## src/rtl/core/nhpk_dly.sv

```systemverilog
// ----------------------------------------------------------------------------
// nhpk_dly
// Fixed-length shift register that keeps side data aligned with the pipeline.
// ----------------------------------------------------------------------------
module nhpk_dly #(
  parameter int W = 64,
  parameter int N = 4
) (
  input  logic         clk,
  input  logic [W-1:0] d,
  output logic [W-1:0] q
);

  logic [W-1:0] taps [N];

  // shift one stage per clock
  always_ff @(posedge clk) begin
    taps[0] <= d;
    for (int i = 1; i < N; i++) begin
      taps[i] <= taps[i-1];
    end
  end

  assign q = taps[N-1];

endmodule

```

## config.mk

```make
export PLATFORM = sky130hd
export DESIGN_NAME = nhpk_dly
export DESIGN_NICKNAME = d
export VERILOG_FILES = /design/src/rtl/core/nhpk_dly.sv
export SDC_FILE = /design/constraint.sdc
export NUM_CORES = 1
export LEC_CHECK = 0
export ABC_AREA = 1
export CORE_ASPECT_RATIO = 0.9
export CORE_MARGIN = 1
export CORE_UTILIZATION = 52
export CTS_CLUSTER_SIZE = 40
export DETAILED_ROUTE_END_ITERATION = 8
export DONT_BUFFER_PORTS = 1
export HOLD_SLACK_MARGIN = 0.12
export PLACE_DENSITY = 0.66
export SKIP_LAST_GASP = 1
export SYNTH_ARGS = -nofsm -noshare
export SYNTH_HDL_FRONTEND = slang
export SYNTH_SLANG_ARGS = --single-unit
```

## constraint.sdc

```tcl
create_clock -name clk -period 0.8 [get_ports clk]
set_input_delay 0.04 -clock clk [delete_from_list [all_inputs] [get_ports clk]]
set_output_delay 0.04 -clock clk [all_outputs]
set_load 0.02 [all_outputs]
```

==> results.toml, run 1 <==
[synth]
synth.area.top_cells = "dfxtp_1 (100%)"
synth_nets = 321
ys_top_cells_by_count = "dfxtp_1 (256)"
synth_seq_cells = 256
yosysSeqAreaShare = 1.00
ys_types = 1
yosysWarnings = 0
synth_enable_flop_cells = 0
synthDominantCellAreaShare = 1.00
postSynth.asyncResetShare = 0
synth_area_leader_cell = "dfxtp_1"
synthFlopType = "dfxtp_1"
post-synth-top-count-cell = "dfxtp_1"
netlist_instances = 256
syn_area_um2 = 5120
avgSynthCellArea_um2 = 20.0

[floorplanning]
start_util = 0.549
ios = 129
rows = 33
die_width_um = 107
die_h_um = 96.2

[clocking]
cts_resized = 128
clock-sinks = 256
clock-root-buffer = "clkbuf_8"
cts.hold.buffers_added = 101
htreeDepth = 1
ctsLongestPathBuffers = 3
postCtsSetupRepairBufs = 0
cts_buffers = 22

[run_status]
haltStage = "4_1_cts"
outcome = "aborted with a tool error"
firstError = "[ERROR RSZ-0060] Max buffer count reached."

[placed_design]
dp_hpwl_mm = 3.43
gp_congestion = 0.619
portBuffers = 0
==> metrics by stage <==
stage                     worst slack (ns)  area, um^2   util  hold slack [ns]  cells
after floorplan                      0.365        5120      -           0.0677    256
after global placement               0.325        5280  0.566           0.0678    378
after detailed placement             0.326        5280  0.566           0.0678    378
==> cell families after synthesis <==
family,share of synthesized area
flip-flops,1.00
==> run 2: changes to the inputs <==
--- a/config.mk
+++ b/config.mk
@@ -6,14 +6,11 @@
 export NUM_CORES = 1
 export LEC_CHECK = 0
 export ABC_AREA = 1
-export CORE_ASPECT_RATIO = 0.9
 export CORE_MARGIN = 1
-export CORE_UTILIZATION = 52
-export CTS_CLUSTER_SIZE = 40
+export CORE_UTILIZATION = 40
 export DETAILED_ROUTE_END_ITERATION = 8
 export DONT_BUFFER_PORTS = 1
-export HOLD_SLACK_MARGIN = 0.12
-export PLACE_DENSITY = 0.66
+export PLACE_DENSITY_LB_ADDON = 0.15
 export SKIP_LAST_GASP = 1
 export SYNTH_ARGS = -nofsm -noshare
 export SYNTH_HDL_FRONTEND = slang
==> constraint.sdc (replaced) <==
create_clock -name clk -period 1.05 [get_ports clk]
set_input_delay 0.0525 -clock clk [delete_from_list [all_inputs] [get_ports clk]]
set_output_delay 0.0525 -clock clk [all_outputs]
set_load 0.02 [all_outputs]
==> run 2 against run 1 <==
Compared with the run above: the flow now finishes without violations; synthesized cell count unchanged; synthesized area unchanged.
==> results.toml, run 2 <==
[run_status]
outcome = "complete, no violations"

[setup_path]
worst_r2r_endpoint = "taps[3][4]$_DFF_P_"
reg2reg_depth = 0
worstSetupPathType = "register to primary output"
critPathMaxFanout = 1
critPathLaunchType = "register"
rrSetupSlack_ns = 0.63
arrival_ns = 0.96
required_ns = 1.00
end_kind = "primary output"
worst_r2r_startpoint = "taps[2][4]$_DFF_P_"

[timing]
rsz0062_at_grt = "false"
fin_setup_tns_ns = 0
slew-limit-headroom = 0.824
finClkSkew_ns = 0.00890
post-route-min-period_ns = 1.01
worstMarginPinSlew_ns = 0.264
period_share = 0.963
hold_viol_final = 0
setup_slack_ns = 0.0390
fmax_mhz = 989
setup_viol = 0
final-max-slew-violation-count = 0

[clocking]
cts_tree = "done"
cts_buffers = 24
ctsLongestPathBuffers = 3
clock-root-buffer = "clkbuf_16"
postCtsSetupRepairBufs = 0
htreeDepth = 1
insertion_delay_ns = 0.49
path_clk_slew_ns = 0.06
clock-sinks = 256

[synth]
ys_types = 1
post-synth-top-count-cell = "dfxtp_1"
synth_enable_flop_cells = 0
yosysSeqAreaShare = 1.00
avgSynthCellArea_um2 = 20.0
ys_top_cells_by_count = "dfxtp_1 (256)"
synthDominantCellAreaShare = 1.00
syn_area_um2 = 5120
yosysWarnings = 0
netlist_instances = 256
synth_area_leader_cell = "dfxtp_1"
postSynth.asyncResetShare = 0
synth_seq_cells = 256
synthFlopType = "dfxtp_1"
synth_nets = 321
synth.area.top_cells = "dfxtp_1 (100%)"

[global_route]
grt_max_degree = 16
grt_pass1_vias = 2108
antenna_found_initial = 0
grt_usage = 0.0961
grt_overflow_total = 0
grt_first_pass_wirelength_mm = 9.81

[final_layout]
multi_input_cells = 0
nFillCells = 979
finalInstanceArea_um2 = 6840
multi_input_area_um2 = 0
layout_common_cells = "dfxtp_1 (256), dlygate4sd3_1 (64), clkbuf_16 (25)"
layout_commonest_cell = "dfxtp_1"
n_antenna_cell = 0
reg_top3 = "taps (256)"
syn_to_final_growth_pct = 33.5
nNetsFinal = 411
layout-drive-gt1-share = 0.115
largest_register = "taps"
seqCellArea_um2 = 5120
largest_reg_flops = 256
final_util = 0.558

[route]
ant_nets = 0
post-route-drc-count = 0
viasPerCell = 3.68
wl_per_cell_um = 11.8
via_count = 1960
dr.pass1.iters = 3
drtIter0Drc = 77
wl_mm = 6.25

[min_path]
hold_depth = 1
hold_end = "taps[0][2]$_DFF_P_"
hp-start = "d[2]"
hold_class = "primary input to register"

[floorplanning]
die_h_um = 115
die_area_um2 = 13300
start_util = 0.418
ios = 129
core_um2 = 12300
die_width_um = 115
rows = 40

[pwr]
powerDensity_nw_per_um2 = 2870
p_total_mw = 19.7
vdd_ir_drop_max_mv = 1.76
p_leak_nw = 2.86

[placed_design]
postPlaceCellArea_um2 = 5340
portBuffers = 0
gp_congestion = 0.589
dp_slack_ns = 0.552

[flow_run]
maxCapViolCount = 0
==> run 2: cell counts after synthesis <==
Identical to the previous run, type by type.
==> run 2: final cells by class <==
| class | instances | share of cell area |
|---|---|---|
| Timing Repair Buffer | 64 | 0.0936 |
| Clock inverter | 10 | 0.0203 |
| Clock buffer | 34 | 0.107 |
| Sequential cell | 256 | 0.749 |
| Tap cell | 168 | 0.0307 |
==> run 2: repair_timing <==
item / in CTS / in global routing
endpoints found under the setup margin: 0 / 0
hold buffers: 64 / 0
hold endpoints to repair: 64 / 0
resized for setup: 0 / 0
==> run 2: power breakdown <==
part / total (mW) / switching (mW) / leakage, nW / internal (mW)
registers: 10.5 / 0.298 / 2.16 / 10.2
clock network: 8.92 / 3.33 / 0.430 / 5.59
logic: 0.192 / 0.0342 / 0.267 / 0.157
total: 19.7 / 3.66 / 2.86 / 16.0
==> run 2: metal layers <==
metal / vias to the layer above / track usage / share of wire
met3: 12 / 0.0511 / 0.11
met2: 106 / 0.153 / 0.46
li1: 972 / - / -
met5: - / 0 / 0
met1: 870 / 0.105 / 0.41
met4: 0 / 0.0459 / 0.024
==> run 2: cells by family (layout without fill, tap and decap cells) <==
logic type / Yosys count / after routing / share of synthesized area
flops: 256 / 256 / 1.00
buf+inv: 0 / 108 / 0
==> run 2: worst max path at each step <==
stage	start	endpoint	slack (ns)	cells after the start
floorplan	taps[3][0]$_DFF_P_	q[0]	0.60	0
CTS	taps[3][27]$_DFF_P_	q[27]	0.005	0
global route	taps[3][27]$_DFF_P_	q[27]	0.003	0
finish	taps[3][27]$_DFF_P_	q[27]	0.04	0
detailed placement	taps[3][27]$_DFF_P_	q[27]	0.55	0
global placement	taps[3][27]$_DFF_P_	q[27]	0.54	0
==> run 2: metrics by stage <==
stage               hold slack [ns]  instances
detailed placement           0.0802        424
floorplan                    0.0802        256
global route                 0.0808        532
global placement             0.0803        424
CTS                          0.0793        532
finish                        0.105        532
(Power assumes the default switching activity.)
