## config.mk

```make
export PLATFORM = sky130hd
export DESIGN_NAME = nhpk_recip
export DESIGN_NICKNAME = d
export VERILOG_FILES = /design/src/rtl/core/nhpk_recip.sv
export SDC_FILE = /design/constraint.sdc
export NUM_CORES = 2
export LEC_CHECK = 0
export BUFFER_PORTS_ARGS = -buffer_cell sky130_fd_sc_hd__clkbuf_2
export CORE_MARGIN = 8
export CORE_UTILIZATION = 49
export DETAILED_ROUTE_END_ITERATION = 10
export GPL_TIMING_DRIVEN = 1
export PLACE_DENSITY_LB_ADDON = 0.05
export REMOVE_ABC_BUFFERS = 1
export SLEW_MARGIN = 20
export SYNTH_ARGS = -nofsm -noshare
export SYNTH_HDL_FRONTEND = slang
export SYNTH_SLANG_ARGS = --single-unit
export TNS_END_PERCENT = 5
```

## constraint.sdc

```tcl
create_clock -name clk -period 4.9 [get_ports clk]
set_clock_uncertainty 0.05 [all_clocks]
set_input_delay 0.735 -clock clk [delete_from_list [all_inputs] [get_ports clk]]
set_output_delay 0.735 -clock clk [all_outputs]
set_load 0.005 [all_outputs]
```

## src/rtl/core/nhpk_recip.sv

```systemverilog
// ----------------------------------------------------------------------------
// nhpk_recip
// Pipelined restoring divider: q = floor(2^48 / den), one quotient bit per
// stage, for den >= 2^24 so that q fits in 25 bits.
// ----------------------------------------------------------------------------
module nhpk_recip (
  input  logic        clk,
  input  logic [63:0] den,
  output logic [24:0] q
);

  localparam int QW = 25;
  localparam logic [48:0] REM_INIT = 49'h1_0000_0000_0000;

  logic [48:0] rem_r [1:QW];
  logic [63:0] den_r [1:QW];
  logic [QW-1:0] quo_r [1:QW];

  for (genvar s = 0; s < QW; s++) begin : g_step
    localparam int K = QW - 1 - s;
    logic [48:0]   rem_in;
    logic [63:0]   den_in;
    logic [QW-1:0] quo_in;
    logic [88:0]   shifted;
    logic          ge;

    if (s == 0) begin : g_first
      assign rem_in = REM_INIT;
      assign den_in = den;
      assign quo_in = '0;
    end else begin : g_rest
      assign rem_in = rem_r[s];
      assign den_in = den_r[s];
      assign quo_in = quo_r[s];
    end

    // trial subtract of the shifted divisor
    assign shifted = {25'd0, den_in} << K;
    assign ge      = {40'd0, rem_in} >= shifted;

    always_ff @(posedge clk) begin
      rem_r[s+1] <= ge ? (rem_in - shifted[48:0]) : rem_in;
      den_r[s+1] <= den_in;
      quo_r[s+1] <= quo_in | (QW'(ge) << K);
    end
  end

  assign q = quo_r[QW];

endmodule

```

Word-level counts from Yosys, hierarchy flattened:

Memory sizes are Yosys's and may differ from the RTL's.
Cells that the tools add are included.

* add/subtract/negate cells: 25
* order comparisons: 25
* multiplexer cells: 25
* bitwise logic cells: 24

Operator list (number)
* $mux 49: 25
* $sub 49x49->49: 24
* $ge 49x88->1 const A: 1
* $ge 49x87->1: 1
* $ge 49x86->1: 1
* $ge 49x85->1: 1
* $ge 49x84->1: 1
* $ge 49x83->1: 1
* $ge 49x82->1: 1
* $ge 49x81->1: 1
* $ge 49x80->1: 1
* $ge 49x79->1: 1
* $ge 49x78->1: 1
* $ge 49x77->1: 1
* $ge 49x76->1: 1
* $ge 49x75->1: 1
* $ge 49x74->1: 1
* $ge 49x73->1: 1
* $ge 49x72->1: 1
* $ge 49x71->1: 1
* $ge 49x70->1: 1
* $ge 49x69->1: 1
* $ge 49x68->1: 1
* $ge 49x67->1: 1
* other kinds (28): 28

* register bits: 0
* memory bits (writable): 3450
* output and inout bits: 25
* memories: 3

Memory list
* den_r: depth 25, bits a word 64, read ports 24, clocked after memory_dff 0, wr ports 25, line 16 `logic [63:0] den_r [1:QW];`
* rem_r: depth 25, bits a word 49, read ports 24, clocked after memory_dff 0, wr ports 25, line 15 `logic [48:0] rem_r [1:QW];`
* quo_r: depth 25, bits a word 25, read ports 25, clocked after memory_dff 0, wr ports 25, line 17 `logic [QW-1:0] quo_r [1:QW];`

Depth between registers and ports, before layout:

An unclocked memory read counts as a cell.

* depth in word-level cells: 3
* depth in mapped cells: 16
* mapped depth without buffers: 13

Worst setup path after synthesis:

No wires, ideal clock.

* kind: register to register
* start point: register rem_r[0][601] (netlist name)
* end point: register rem_r[0][675] (netlist name)
* arrival time: 3.266 ns
* required time: 4.729 ns
* path slack: 1.462 ns
* cell stages (with the launch flop): 16
* buffers on the path: 2
* clock period less this slack: 3.438 ns
* cell sequence: dfxtp_1 > inv_1 > fa_1 > and2b_1 > o21ai_1 > nand2b_2 > a21oi_2 > o311ai_4 > o211ai_2 > a211oi_2 > o2111ai_1 > and3_1 > or4_4 > buf_6 > buf_6 > mux2_4

==> qor.txt <==
Min Tclk post-route = 4430 ps
Routed via count = 82500
Ranking of synthesized cells by area = dfxtp_1, ha_1, o21ai_0, inv_1, a21oi_1
Worst min path class = reg -> reg
Endpoint, Worst Hold = quo_r[6][32]$_DFF_P_
Die Height = 498 microns
CORE AREA = 232000 sq um
GRT Resource Usage Total = 22.7%
Max Clock Freq = 0.226 GHz
Slew at the pin with the worst max-slew slack = 1070 ps
Slew Limit Fails = 0
Clock insertion delay at the later pin of the skew report = 960 ps
Most frequent cell after synthesis = dfxtp_1
Startpoint types = flip-flop
Synth Cell Area = 114000 sq um
Slew Limit Headroom = 27.8%
Main combinational cell family by area after synthesis = compound AO/OA/AOI/OAI gates
Final hold violation count = 0
Mux share of post-synthesis cell area = 3.02%
Worst Reg-to-Reg Cells = 14
Clk pwr share = 47.2%
Synth Area in XOR/XNOR = 5.90%
Gr ovfl total = 0
Kind of critical path = reg -> reg
H-tree levels = 5
Clk buf depth = 4
TritonCTS buffer count = 305
Combinational fraction of design power = 3.9%
Int Pwr = 0.0374 W
Syn Inst Count = 11800
Largest area contributor in the netlist = dfxtp_1
FF-to-FF End = rem_r[0][412]$_DFF_P_
Seq pwr share = 48.9%
Final setup TNS = 0 ps
Compound-Gate Fraction of Synth Area = 16.6%
Antenna viol nets, final = 0
Area grow syn2layout = 13.1%
Placed cell area = 118000 sq um
Adder-cell share of the synthesized area = 10.3%
Net Switching = 0.0104 W
IO Count = 90
Vias in the first global route = 85300
P_leak = 60.6 nW
Hold Crit Depth = 0
Primary FF master, synth = dfxtp_1
Synth Area in Simple Gates = 11.4%
Peak supply drop = 282 uV
Worst hold start = quo_r[6][7]$_DFF_P_
Root Driver = clkbuf_16
Via/cell ratio = 5.37
HPWL Detailed = 235 mm
Post-synthesis sequential area ratio = 48.2%
Syn Area/Cell = 9.66 sq um
Number of synthesized flops with an enable pin = 0
DIE AREA = 248000 sq um
GPL Wtd Cong = 1.01
Clock sinks = 2737
Routed length per instance = 19.0 microns
Switching share of power = 21.7%
Ratio of cells with drive above 1 in the final layout = 8.51%
Data arrival, critical path = 5170 ps
Max cap viols = 0
Post-synth ARST share = 0%
Post-Layout Inst Area = 129000 sq um
Clock-pin transition on the worst setup and hold timing paths = 60 ps
Post-synth top area share = 48.2%
Placed Cells = 14700
Initial antenna violation count = 5
Initial core utilization = 49.1%
Fin util = 55.5%
Die Span X = 498 microns
Critical Path End Type = flip-flop
Period utilisation layout = 90.4%
Data required, critical path = 5640 ps
Ys Warns = 0
Wire length of the first global-routing pass = 455 mm
Final wirelength = 292 mm
Finished Layout Cells = 15400
Largest net degree at the start of global routing = 92
RSZ-0062 raised after global routing = no
# DRC = 0
Final setup violating endpoints = 0
Post-synthesis cell type count = 103
Total iterations of the first detailed-routing run = 9
CTS tree = built
Port Buffer Count = 89
Reg2Reg Setup Slack = 470 ps
Synthesized flop and latch total = 2737
Status = finished, final reports clean
Layout Nets = 13100
Commonest cells post-synth = dfxtp_1, inv_1, nand2_1, ha_1, o21ai_0
PwrDens = 371 nW/um^2
Iter 0 DRT Violations = 3867
CP Max Fanout = 35
Row cnt = 177
Worst reg2reg path startpoint = den_r[0][451]$_DFF_P_
==> worst max-delay path, stage by stage, from the launching register on <==
cell and delay [ps]:
dfxtp_1 330, inv_1 50, ha_1 320, o21ai_0 190, a21oi_1 100, o31ai_1 430
a2111oi_0 220, buf_4 190, o21ai_0 440, nand3_1 350, nand2_1 250, a21oi_1 130
o31ai_4 600, buf_12 280, mux2_2 350
==> per-layer routing <==
| layer | vias to the layer above | track usage [%] | share of wire [%] |
|---|---|---|---|
| met1 | 38400 | 21.9 | 37 |
| met3 | 810 | 3.28 | 3.2 |
| met4 | 0 | 14.1 | 7.1 |
| li1 | 41500 | - | - |
| met5 | - | 0 | 0 |
| met2 | 1697 | 44.7 | 53 |
==> cell usage in the layout, fill, tap and decap left out, types with 71 or more instances in the layout <==
cell,netlist,routed
dfxtp_1,2737,2737
inv_1,1094,1094
nand2_1,978,978
ha_1,900,900
o21ai_0,891,889
a21oi_1,783,783
a21o_1,502,501
nor2_1,432,432
xnor2_1,402,402
xor2_1,364,364
clkbuf_16,0,307
nor4_1,223,219
mux2_2,193,193
nand4_1,180,180
nand3_1,179,179
nand2b_1,145,145
nor2b_1,135,135
nor3_1,133,133
o21a_1,116,116
o21bai_1,117,115
buf_4,8,95
clkbuf_2,4,89
and3_1,82,82
a31oi_1,81,81
clkbuf_8,0,71
==> logic make-up (layout without fill, tap and decap cells) <==
kind of cell / Yosys count / after routing
compound gates: 3031 / 3031
flops: 2737 / 2737
simple gates: 2667 / 2667
buf+inv: 1366 / 1890
fa+ha+maj: 923 / 923
xor+xnor: 766 / 766
mux: 289 / 289
other cells: 0 / 10
==> power groups by stage <==
stage | Sequential, W | Clock, W | Combinational (W)
2_1_floorplan | 0.0237 | 0 | 0.00136
3_3_place_gp | 0.0239 | 0 | 0.00174
3_5_place_dp | 0.0239 | 0 | 0.00179
4_1_cts | 0.0234 | 0.0231 | 0.00184
5_1_grt | 0.0234 | 0.0241 | 0.00205
6_report | 0.0234 | 0.0226 | 0.00184
==> metrics by stage <==
step | total power [W] | hold WS, ps | setup WS, ps
after floorplan | 0.0250 | 260 | -810
after global placement | 0.0256 | 260 | -92.5
after detailed placement | 0.0257 | 262 | 500
after CTS | 0.0484 | 238 | 458
after global routing | 0.0496 | 257 | 220
final | 0.0478 | 246 | 471
==> timing repair <==
item	4_1_cts	5_1_grt
hold buffers	64	0
buffers inserted	0	0
hold endpoints to repair	78	0
gates resized for setup	0	0
==> registers in the layout (all words and copies together) (netlist names) <==
signal	count
den_r	1536
quo_r	325
rem_r	876
==> cell type report <==
type                    instances  area (sq um)
fillers                     20300        103000
flip-flops and latches       2737         54800
multi-input cells            7676         53800
clock buffers                 438          8880
inverters                    1096          4110
well taps                    3043          3810
repair buffers                261          2060
clock inverters                95          1160
diodes                         10          25.0
==> worst max-delay path by stage <==
stage / to / slack [ps] / startpoint / depth (start not counted)
global placement: rem_r[1][9]$_SDFF_PN0_ / -90 / rem_r[0][745]$_SDFF_PN0_ / 14
finish: rem_r[0][412]$_DFF_P_ / 470 / den_r[0][451]$_DFF_P_ / 14
floorplan: rem_r[1][61]$_DFF_P_ / -810 / den_r[1][33]$_DFF_P_ / 11
global route: rem_r[0][412]$_DFF_P_ / 220 / den_r[0][451]$_DFF_P_ / 14
CTS: rem_r[0][412]$_DFF_P_ / 460 / den_r[0][451]$_DFF_P_ / 14
detailed placement: rem_r[0][412]$_DFF_P_ / 500 / den_r[0][451]$_DFF_P_ / 14
Power figures use the tool's default switching activity.
